$ cat src/rtl/pslh_pkg.sv
// shared constants and types for the prefix sum lower hull averager
package pslh_pkg;
    localparam int MaxN     = 64;
    localparam int FracBits = 16;
    localparam int ValBits  = 20;
    localparam int PosW     = 7;
    localparam int SumW     = 26;
    localparam int MeanW    = 36;
    localparam int EntW     = PosW + SumW;

    // control state, one-hot
    typedef enum logic [6:0] {
        S_IDLE  = 7'b0000001,
        S_RD    = 7'b0000010,
        S_CHK   = 7'b0000100,
        S_ERD   = 7'b0001000,
        S_EDAT  = 7'b0010000,
        S_DIV   = 7'b0100000,
        S_EMIT  = 7'b1000000
    } t_state;
endpackage

$ cat src/rtl/prefix_sum_lower_hull_averager.sv
// Lower convex hull of prefix sums: one value per input beat, the hull lives in a
// 65-entry synchronous RAM (the origin entry is never stored, it reads as zero).
// Loading passes each beat through the read and check states, and once more per vertex
// popped (each pop needs a fresh RAM read of the vertex below). On the final beat every
// hull segment is read, its mean formed by a one-bit-a-cycle divider, then one output
// beat is sent per covered position.
// Input is not accepted while a set is being emitted. No clearing pass is needed.
module prefix_sum_lower_hull_averager
    import pslh_pkg::*;
#(
    parameter int MAX_N     = MaxN,
    parameter int FRAC_BITS = FracBits,
    parameter int VALUE_BITS = ValBits
) (
    input  logic             i_clk,
    input  logic             i_rst_n,
    input  logic             i_valid,
    output logic             o_ready,
    input  logic [19:0]      i_sample_value,
    input  logic             i_final_sample,
    output logic             o_valid,
    input  logic             i_ready,
    output logic [PosW-1:0]  o_position,
    output logic [MeanW-1:0] o_smoothed_mean,
    output logic             o_last_result
);
    localparam int Depth = MAX_N + 1;
    localparam int AW    = $clog2(Depth);
    localparam int NW    = SumW + FRAC_BITS;

    t_state r_state;
    logic [SumW-1:0] r_sum;
    logic [PosW-1:0] r_cnt;
    logic [PosW-1:0] r_depth;
    logic            r_fin;
    // top two vertices held in registers; ram holds the rest
    logic [PosW-1:0] r_tx, r_bx, r_nx;
    logic [SumW-1:0] r_ty, r_by, r_ny;
    // emission
    logic [PosW-1:0] r_seg, r_x0, r_x1, r_pos;
    logic [SumW-1:0] r_y0, r_y1;
    logic [MeanW-1:0] r_mean;

    logic            w_we;
    logic [AW-1:0]   w_waddr, w_raddr;
    logic [EntW-1:0] w_wdata, w_rdata;
    logic            w_dstart, w_ddone;
    logic [NW-1:0]   w_quo;
    logic [SumW-1:0] w_dy;
    logic [PosW-1:0] w_dx;
    logic [VALUE_BITS-1:0] w_v;
    logic            w_left;
    logic [PosW+SumW-1:0] w_lhs, w_rhs;

    assign w_v = i_sample_value[VALUE_BITS-1:0];
    assign o_ready = (r_state == S_IDLE);
    wire w_acc = i_valid && o_ready;

    pslh_ram #(.WIDTH(EntW), .DEPTH(Depth)) u_ram (
        .i_clk(i_clk), .i_we(w_we), .i_waddr(w_waddr), .i_wdata(w_wdata),
        .i_raddr(w_raddr), .o_rdata(w_rdata)
    );

    // strict left turn of (bottom, top, new)
    assign w_lhs = (r_tx - r_bx) * (r_ny - r_by);
    assign w_rhs = (r_ty - r_by) * (r_nx - r_bx);
    assign w_left = w_lhs > w_rhs;

    // ram ports: push writes at depth, reads fetch vertex below bottom or segment end
    always_comb begin
        w_we    = 1'b0;
        w_waddr = AW'(r_depth);
        w_wdata = {r_nx, r_ny};
        w_raddr = AW'(r_depth - 7'd3);
        if (r_state == S_CHK && (r_depth < 7'd2 || w_left) && r_depth <= 7'(MAX_N)) begin
            w_we = 1'b1;
        end
        if (r_state == S_ERD) begin
            w_raddr = AW'(r_seg);
        end
    end

    assign w_dy = w_rdata[SumW-1:0] - r_y0;
    assign w_dx = w_rdata[EntW-1:SumW] - r_x0;
    assign w_dstart = (r_state == S_EDAT);

    pslh_div #(.NW(NW), .DW(PosW)) u_div (
        .i_clk(i_clk), .i_rst_n(i_rst_n), .i_start(w_dstart),
        .i_num({w_dy, FRAC_BITS'(0)}), .i_den(w_dx),
        .o_done(w_ddone), .o_quo(w_quo)
    );

    // control sequencer
    always_ff @(posedge i_clk) begin
        if (!i_rst_n) begin
            r_state <= S_IDLE;
            r_sum   <= '0;
            r_cnt   <= '0;
            r_depth <= 7'd1;
            r_tx    <= '0;
            r_ty    <= '0;
            r_fin   <= 1'b0;
            o_valid <= 1'b0;
        end else begin
            unique case (r_state)
                S_IDLE: begin
                    if (w_acc) begin
                        r_fin <= i_final_sample;
                        if (r_cnt < 7'(MAX_N)) begin
                            r_cnt <= r_cnt + 1'b1;
                            r_sum <= r_sum + SumW'(w_v);
                            r_nx  <= r_cnt + 1'b1;
                            r_ny  <= r_sum + SumW'(w_v);
                            r_state <= S_RD;
                        end else if (i_final_sample) begin
                            r_state <= S_ERD;
                            r_seg <= 7'd1;
                            r_x0 <= '0;
                            r_y0 <= '0;
                        end
                    end
                end
                S_RD: begin
                    // ram output of vertex below bottom arrives next cycle
                    r_state <= S_CHK;
                end
                S_CHK: begin
                    if (r_depth >= 7'd2 && !w_left) begin
                        // pop: top <- bottom, bottom <- ram read (origin when three or fewer remain)
                        r_depth <= r_depth - 1'b1;
                        r_tx <= r_bx;
                        r_ty <= r_by;
                        r_bx <= (r_depth <= 7'd3) ? '0 : w_rdata[EntW-1:SumW];
                        r_by <= (r_depth <= 7'd3) ? '0 : w_rdata[SumW-1:0];
                        r_state <= S_RD;
                    end else begin
                        if (r_depth <= 7'(MAX_N)) begin
                            r_depth <= r_depth + 1'b1;
                            r_bx <= r_tx;
                            r_by <= r_ty;
                            r_tx <= r_nx;
                            r_ty <= r_ny;
                        end
                        if (r_fin) begin
                            r_state <= S_ERD;
                            r_seg <= 7'd1;
                            r_x0 <= '0;
                            r_y0 <= '0;
                        end else begin
                            r_state <= S_IDLE;
                        end
                    end
                end
                S_ERD: begin
                    if (r_seg >= r_depth) begin
                        // set done: clear for next set
                        r_state <= S_IDLE;
                        r_sum <= '0;
                        r_cnt <= '0;
                        r_depth <= 7'd1;
                        r_tx <= '0;
                        r_ty <= '0;
                    end else begin
                        r_state <= S_EDAT;
                    end
                end
                S_EDAT: begin
                    r_x1 <= w_rdata[EntW-1:SumW];
                    r_y1 <= w_rdata[SumW-1:0];
                    r_pos <= r_x0 + 1'b1;
                    r_state <= S_DIV;
                end
                S_DIV: begin
                    if (w_ddone) begin
                        r_mean <= MeanW'(w_quo);
                        o_valid <= 1'b1;
                        r_state <= S_EMIT;
                    end
                end
                S_EMIT: begin
                    if (i_ready) begin
                        if (r_pos == r_x1) begin
                            o_valid <= 1'b0;
                            r_x0 <= r_x1;
                            r_y0 <= r_y1;
                            r_seg <= r_seg + 1'b1;
                            r_state <= S_ERD;
                        end else begin
                            r_pos <= r_pos + 1'b1;
                        end
                    end
                end
                default: r_state <= S_IDLE;
            endcase
        end
    end

    assign o_position      = r_pos;
    assign o_smoothed_mean = r_mean;
    assign o_last_result   = (r_pos == r_cnt);

`ifndef NO_ASSERTIONS
    // output beats occur only in the emit state
    a_emit: assert property (@(posedge i_clk) disable iff (!i_rst_n)
        o_valid |-> r_state == S_EMIT) else $error("output outside emit");
    // stack depth never exceeds capacity
    a_depth: assert property (@(posedge i_clk) disable iff (!i_rst_n)
        r_depth >= 7'd1 && r_depth <= 7'(Depth)) else $error("stack depth out of range");
    // emitted position never passes item count
    a_pos: assert property (@(posedge i_clk) disable iff (!i_rst_n)
        o_valid |-> r_pos <= r_cnt) else $error("position past count");
`endif
endmodule

$ cat src/rtl/pslh_ram.sv
// generic single-port-write ram with registered read
module pslh_ram #(
    parameter int WIDTH = 8,
    parameter int DEPTH = 16
) (
    input  logic                     i_clk,
    input  logic                     i_we,
    input  logic [$clog2(DEPTH)-1:0] i_waddr,
    input  logic [WIDTH-1:0]         i_wdata,
    input  logic [$clog2(DEPTH)-1:0] i_raddr,
    output logic [WIDTH-1:0]         o_rdata
);
    logic [WIDTH-1:0] r_mem [DEPTH];

    // write port and registered read port
    always_ff @(posedge i_clk) begin
        if (i_we) begin
            r_mem[i_waddr] <= i_wdata;
        end
        o_rdata <= r_mem[i_raddr];
    end
endmodule

$ cat src/rtl/pslh_div.sv
// restoring divider, one quotient bit per cycle
module pslh_div #(
    parameter int NW = 44,
    parameter int DW = 7
) (
    input  logic          i_clk,
    input  logic          i_rst_n,
    input  logic          i_start,
    input  logic [NW-1:0] i_num,
    input  logic [DW-1:0] i_den,
    output logic          o_done,
    output logic [NW-1:0] o_quo
);
    localparam int CW = $clog2(NW + 1);
    logic [NW-1:0] r_q, n_q;
    logic [DW:0]   r_rem, n_rem;
    logic [DW-1:0] r_den;
    logic [CW-1:0] r_cnt;
    logic          r_busy;
    logic [DW:0]   w_try;

    // one restoring step: shift in next dividend bit, subtract if it fits
    always_comb begin
        w_try = {r_rem[DW-1:0], r_q[NW-1]};
        n_q   = {r_q[NW-2:0], 1'b0};
        n_rem = w_try;
        if (w_try >= {1'b0, r_den}) begin
            n_rem = w_try - {1'b0, r_den};
            n_q[0] = 1'b1;
        end
    end

    always_ff @(posedge i_clk) begin
        if (!i_rst_n) begin
            r_busy <= 1'b0;
            o_done <= 1'b0;
            r_cnt  <= '0;
        end else begin
            o_done <= 1'b0;
            if (i_start) begin
                r_busy <= 1'b1;
                r_cnt  <= CW'(NW);
            end else if (r_busy) begin
                r_cnt <= r_cnt - 1'b1;
                if (r_cnt == CW'(1)) begin
                    r_busy <= 1'b0;
                    o_done <= 1'b1;
                end
            end
        end
    end

    // datapath
    always_ff @(posedge i_clk) begin
        if (i_start) begin
            r_q   <= i_num;
            r_rem <= '0;
            r_den <= i_den;
        end else if (r_busy) begin
            r_q   <= n_q;
            r_rem <= n_rem;
        end
    end

    assign o_quo = r_q;
endmodule
$ cat config.mk
export PLATFORM = sky130hd
export DESIGN_NAME = prefix_sum_lower_hull_averager
export DESIGN_NICKNAME = d
export VERILOG_FILES = /design/src/rtl/pslh_pkg.sv /design/src/rtl/prefix_sum_lower_hull_averager.sv /design/src/rtl/pslh_ram.sv /design/src/rtl/pslh_div.sv
export SDC_FILE = /design/constraint.sdc
export NUM_CORES = 2
export LEC_CHECK = 0
export ABC_AREA = 1
export BUFFER_PORTS_ARGS = -buffer_cell sky130_fd_sc_hd__clkbuf_2
export CORE_ASPECT_RATIO = 0.7
export CORE_UTILIZATION = 25
export CTS_BUF_LIST = sky130_fd_sc_hd__clkbuf_8
export DETAILED_ROUTE_END_ITERATION = 6
export PLACE_DENSITY = 0.34
export SETUP_SLACK_MARGIN = 0.5
export SLEW_MARGIN = 20
export SYNTH_ARGS = -nofsm -noshare
export SYNTH_HDL_FRONTEND = slang
export SYNTH_SLANG_ARGS = --single-unit
export TNS_END_PERCENT = 20
$ cat constraint.sdc
create_clock -name i_clk -period 15.5 [get_ports i_clk]
set_clock_uncertainty 0.15 [all_clocks]
set_input_delay 2.325 -clock i_clk [delete_from_list [all_inputs] [get_ports i_clk]]
set_output_delay 2.325 -clock i_clk [all_outputs]
set_load 0.02 [all_outputs]
**Yosys cells after proc, flatten, opt, wreduce, memory -nomap -nowiden**

Memories as Yosys holds them, arrays and structs flattened. A register that Yosys moved wholly into a read port is not among the register bits.
Cells that the tools add are included.

- Bitwise operators: 2
- Magnitude comparators: 8
- Divide/modulo/power cells: 0
- Shift-type cells: 0
- Multiplexer cells: 79
- Equality and inequality tests: 23
- Multipliers: 2
- Add/sub/neg operators: 16
- Reduce and logical (&&, ||, !) cells: 26

Operators by type and width:

| cell | count |
|---|---|
| 26-bit two-way mux | 15 |
| 7-bit two-way mux | 35 |
| 26-bit one-hot mux with 2 select lines | 2 |
| 42-bit two-way mux | 2 |
| 26-bit one-hot mux with 3 select lines | 1 |
| 7-bit one-hot mux with 2 select lines | 4 |
| 26-bit by 26-bit subtractor with 27-bit output | 2 |
| 7-bit one-hot mux with 7 select lines | 1 |
| 7-bit one-hot mux with 3 select lines | 2 |
| 7-bit by 1-bit adder with 7-bit output (second input constant) | 5 |
| 33-bit greater-than comparator | 1 |
| 27-bit by 8-bit multiplier with 33-bit output | 1 |
| 8-bit by 27-bit multiplier with 33-bit output | 1 |
| 26-bit by 20-bit adder with 26-bit output | 1 |
| 26-bit subtractor | 1 |
| 4-bit AND reduction | 4 |
| 7-bit by 7-bit subtractor with 8-bit output | 2 |
| 7-bit == test | 2 |
| 7-bit subtractor | 2 |
| 6-bit two-way mux | 2 |
| 2-bit inequality test (second input constant) | 6 |
| 2-bit nonzero test | 6 |
| 1-bit two-way mux | 11 |
| 2-bit by 1-bit inequality test with 1-bit output (second input constant) | 5 |
| other kinds (33) | 42 |

- Bits in registers: 328
- Bits in latches: 0
- Bits in writable memories: 2145
- ROM bits: 0
- Input bits: 25
- Output and inout bits: 46
- Memories: 1
- Word-level logic and storage cells: 184

Memory list:

| name | depth | bits a word | read ports | clocked after Yosys merged registers in | wr ports | line | RTL |
|---|---|---|---|---|---|---|---|
| u_ram.r_mem | 65 | 33 | 1 | 1 | 1 | pslh_ram.sv:13 | `logic [WIDTH-1:0] r_mem [DEPTH];` |

**Logic depth before layout (Yosys ltp)**

- Word-level depth: 9
- Depth in mapped cells: 59
- Mapped depth without buffers: 58

**By module**

A second synthesis with hierarchy kept.

- Cell total of the unflattened synthesis: 11236
- Area total of the unflattened synthesis: 120528.1 sq um

Modules (own cells, without submodules):

| module | instances | cells each | sequential area each (sq um) | area an instance (sq um) |
|---|---|---|---|---|
| pslh_ram | 1 | 7011 | 65072.4 | 86374.1 |
| prefix_sum_lower_hull_averager | 1 | 3879 | 7106.8 | 31112.3 |
| pslh_div | 1 | 346 | 1771.7 | 3041.7 |

**Least setup slack after synthesis**

OpenSTA, ideal clock, no wires.

- Path type: reg-to-reg
- Start: reg r_ny[0]
- End: mem u_ram.r_mem[16][0] (netlist bit) (enable)
- Clock period less this slack: 11.971 ns
- Data required time: 14.844 ns
- Cell stages (with the launch flop): 45
- Slack: 3.529 ns
- Path buffers: 0
- Library setup time: 0.506 ns
- Data arrival time: 11.315 ns
- Path through: edfxtp_1 > inv_1 > ha_1 > inv_1 > fa_1 > nand3_1 > nand2_1 > a31oi_1 > o21ai_0 > inv_1 > o21ai_0 > a21oi_1 > xnor2_1 > inv_1 > nor2_1 > fa_1 > fa_1 > fa_1 > (+9 left out) > o21bai_1 > nand2_1 > nand3_1 > a21oi_1 > xor2_1 > ha_1 > nand2_1 > nor2_1 > nand4_1 > nor2_1 > nand3b_1 > nand3_1 > nand2_2 > inv_1 > o21ai_1 > a21oi_1 > inv_2 > nor4_1

- Longest elaborated chain between the ends: 9

RTL lines:

| element | line | RTL |
|---|---|---|
| start, declared | prefix_sum_lower_hull_averager.sv:38 | `logic [SumW-1:0] r_ty, r_by, r_ny;` |
| start signal, assigned | prefix_sum_lower_hull_averager.sv:113 | `r_ny <= r_sum + SumW'(w_v);` |
| 26-bit by 26-bit subtractor with 27-bit output | prefix_sum_lower_hull_averager.sv:65 | `assign w_lhs = (r_tx - r_bx) * (r_ny - r_by);` |
| 8-bit by 27-bit multiplier with 33-bit output | prefix_sum_lower_hull_averager.sv:65 |  |
| 33-bit greater-than comparator | prefix_sum_lower_hull_averager.sv:67 | `assign w_left = w_lhs > w_rhs;` |
| 1-bit logical OR | prefix_sum_lower_hull_averager.sv:75 | `if (r_state == S_CHK && (r_depth < 7'd2 \|\| w_left) && r_depth <= 7'(MAX_N)) begin` |
| 1-bit logical AND (2 in series) | prefix_sum_lower_hull_averager.sv:75 |  |
| 1-bit two-way mux | prefix_sum_lower_hull_averager.sv:75 |  |
| 1-bit two-way mux | pslh_ram.sv:17 | `if (i_we) begin` |
| 1-bit two-way mux (not written as such) | pslh_ram.sv:18 | `r_mem[i_waddr] <= i_wdata;` |
| end, declared | pslh_ram.sv:13 |  |

No other way between the ends.

**Worst setup path after layout**

- Start: reg r_nx[2]
- End: mem u_ram.r_mem[55][32] (netlist bit) (enable)

- Longest elaborated chain between the ends: 9

RTL lines:

| element | line | RTL |
|---|---|---|
| start, declared | prefix_sum_lower_hull_averager.sv:37 | `logic [PosW-1:0] r_tx, r_bx, r_nx;` |
| start signal, assigned | prefix_sum_lower_hull_averager.sv:112 | `r_nx <= r_cnt + 1'b1;` |
| 7-bit by 7-bit subtractor with 8-bit output | prefix_sum_lower_hull_averager.sv:66 | `assign w_rhs = (r_ty - r_by) * (r_nx - r_bx);` |
| 27-bit by 8-bit multiplier with 33-bit output | prefix_sum_lower_hull_averager.sv:66 |  |
| 33-bit greater-than comparator | prefix_sum_lower_hull_averager.sv:67 |  |
| 1-bit logical OR | prefix_sum_lower_hull_averager.sv:75 |  |
| 1-bit logical AND (2 in series) | prefix_sum_lower_hull_averager.sv:75 |  |
| 1-bit two-way mux | prefix_sum_lower_hull_averager.sv:75 |  |
| 1-bit two-way mux | pslh_ram.sv:17 |  |
| 1-bit two-way mux (not written as such) | pslh_ram.sv:18 |  |

No other way between the ends.

==> results.yml <==
synthesis:
  syn_area_mm2: 0.119
  number_of_different_library_cells_in_the_post_synthesis_netlist: 59
  synth_enable_flop_cells: 2360
  synthesis.nets: 11455
  synthTopCellsByArea: "sky130_fd_sc_hd__edfxtp_1, sky130_fd_sc_hd__fa_1, sky130_fd_sc_hd__nand2_1, sky130_fd_sc_hd__nor2_1, sky130_fd_sc_hd__nand3_1"
  synthArstFlopShare_pct: 0
  ys.warnings.count: 0
  synth_flop_cell: "sky130_fd_sc_hd__edfxtp_1"
  yosysSeqAreaShare_pct: 62.0
  post_synth_inst_count: 10798
  synth.top_cell.area_share_pct: 59.5
  yosys_reg_bits: 2506
  synth_top_area_cell: "sky130_fd_sc_hd__edfxtp_1"
  synth_area_per_cell_um2: 11.0
place:
  buffer_ports.inserted: 70
  dpl.cell_count: 16834
  dpl-instance-area_mm2: 0.128
  finalWeightedCongestion: 0.839
  dp.final_hpwl_um: 290000
pwr:
  leakage_nw: 49.3
  vdd.ir_drop.worst_mv: 0.801
  totalPowerFinal_mw: 30.8
  power_density_mw_per_mm2: 227
clocking:
  post_cts_resize_count: 0
  cts.sink_count: 2506
  tritoncts.num_buffers: 415
  cts_tree: "built"
  cts-root-buf: "sky130_fd_sc_hd__clkbuf_8"
  cts_buffer_depth: 4
  post_cts_buffers: 0
  cts.clk_slew.worst_paths_ns: 0.07
  clkLatencyLatePin_ns: 1.18
  cts_hold_buffers: 0
  htreeDepth: 5
global_routing:
  first_global_vias: 82464
  overall_global_routing_usage_pct: 18.7
  global_route.overflow_total: 0
  grt_max_degree: 158
  antenna_found_initial: 77
  grt_pass1_wl_um: 645000
cells_and_area:
  area.growth.synth_to_final_pct: 13.7
  final_design_area_no_fill_mm2: 0.135
  instances_no_fill: 17606
  finish.utilization_pct: 28.6
  share_of_cells_above_drive_strength_1_pct: 8.65
  nNetsFinal: 11629
sta:
  min_period_ns: 12.62
  post-route-period-util_pct: 81.4
  worstMarginPinSlew_ns: 1.20
  final_count_of_hold_timing_violations: 0
  setup_viol: 0
  final.setup.tns_ns: 0
  worst_slew_margin_rel_pct: 19.5
  max_clock_freq_ghz: 0.0793
  rsz_0062_raised_after_global_routing: "no"
  number_of_slew_limit_violations_in_the_final_report: 0
floorplan:
  die_area_mm2: 0.479
  core-area_mm2: 0.473
  die_height_um: 579
  floorplan.initialDensity_pct: 25.2
  floorplan.rows: 211
  io_pins: 71
  die_w_um: 827
drt:
  dr_total_vias: 84171
  routed_wl_um: 461000
  drt-initial-drc-count: 9013
  wirelength_per_cell_um: 26.2
  ant_nets: 0
  detail_route.vias_per_cell: 4.78
  drt_first_pass_iters: 7
  post-route-drc-count: 1
setup_path:
  timing.setup.critical_path_class: "flop to flop"
  worst_path_max_delay_cell: "sky130_fd_sc_hd__nor2_4"
  critPathMaxFanout: 20
  max_stage_delay_ns: 1.05
  worstPathArrival_ns: 13.20
  cp_common_cell: "sky130_fd_sc_hd__a21oi_1"
  start_kind: "flop"
  worstSetupEndpointType: "flop"
  timing.critical_path.required_ns: 16.08
outcome:
  failed_checks: "DRC"
  status: "complete, but fails checks"
hold_path:
  min-delay-path-class: "flop to flop"
flow_run:
  timing.max_cap.violations: 0
-- per-layer routing --
| metal | global-route usage [%] | routed length, µm | part of all wire [%] |
|---|---|---|---|
| met5 | 0 | 69 | 0.015 |
| met4 | 3.33 | 7710 | 1.7 |
| met3 | 4.38 | 36900 | 8.0 |
| met2 | 25.7 | 181000 | 39 |
| met1 | 29.7 | 235000 | 51 |
-- metrics by stage --
stage,hold slack (ns),worst slack (ns)
final,0.277,2.88
after global routing,0.290,2.10
after CTS,0.277,2.85
after detailed placement,0.266,2.96
after global placement,0.265,2.01
after floorplan,0.258,3.53
-- final cells by class --
class	instances	area [µm²]
fillers	48932	337000
diodes	20	50.0
inverters	852	3230
clock inverters	310	1590
repair buffers	320	2500
flip-flops and latches	2506	73800
well taps	6283	7860
clock buffers	438	6030
multi-input cells	6877	40300
-- synthesized netlist by cell type, drive strengths merged (72+ instances only) --
library cell,number
edfxtp,2360
nand2,1696
nor2,1440
nand3,1072
o21ai,938
inv,847
o22ai,373
fa,332
clkbuf,306
ha,300
a21oi,291
buf,257
dfxtp,146
xor2,125
xnor2,72
-- critical path: cells and delay by family (launching register included) --
kind | cells | cell delay, ns
buffers and inverters | 7 | 1.83
AOI/OAI and AO/OA | 13 | 2.80
adders and majority gates | 7 | 2.97
xor gates and xnor gates | 1 | 0.17
DFF | 1 | 0.33
and+or+nand+nor | 15 | 3.82
-- final timing paths --
| kind | start | end | slack (ns) | cells past startpoint |
|---|---|---|---|---|
| worst max-delay path | r_nx[2] | u_ram.r_mem[55][32] | 2.88 | 43 |
| worst min-delay path | u_div.o_quo[6] | o_smoothed_mean[6] | 0.28 | 0 |
| worst max register to register | r_nx[2] | u_ram.r_mem[55][32] | 2.88 | 43 |
| worst min register to register | u_div.o_quo[6] | o_smoothed_mean[6] | 0.28 | 0 |
-- power breakdown --
part,switching (mW),total (mW),leakage [nW],internal (mW)
clock,2.89,5.65,4.42,2.76
sequential,0.0771,7.84,22.5,7.76
combinational,11.4,17.3,22.4,5.91
total,14.4,30.8,49.3,16.4
-- cells in the final DEF (no fill, tap or decap), drive strengths merged, types with 15 or more instances in the layout --
cell    instances
fa            332
nand4          24
or2            15
clkbuf        508
a21oi         291
a22o           17
a31oi          23
o22ai         373
o211ai         18
nor4           19
nand3        1072
clkinv        150
xnor2          72
a21o           21
inv           996
xor2          125
dfxtp         146
o21bai         15
nor2         1440
diode          20
edfxtp       2360
nor3           26
buf           250
nand2        1696
o21ai         938
ha            300
-- kinds of logic after synthesis --
family / count (synthesis) / share of synthesized area (%)
buf+inv: 1415 / 4.76
compound gates: 1741 / 8.03
mux: 1 / 0.00841
flops: 2506 / 62.0
simple gates: 4306 / 15.0
fa+ha+maj: 632 / 8.74
xor+xnor: 197 / 1.48
-- flip-flops by register name, summed over array words and instances (netlist names), 26 cells and up --
name	flops
u_div.o_quo	42
r_y0	26
r_ny	26
o_smoothed_mean	36
u_ram.r_mem	2145
r_y1	26
u_ram.o_rdata	33
r_sum	26
r_ty	26
r_by	26
(Power assumes the default switching activity.)
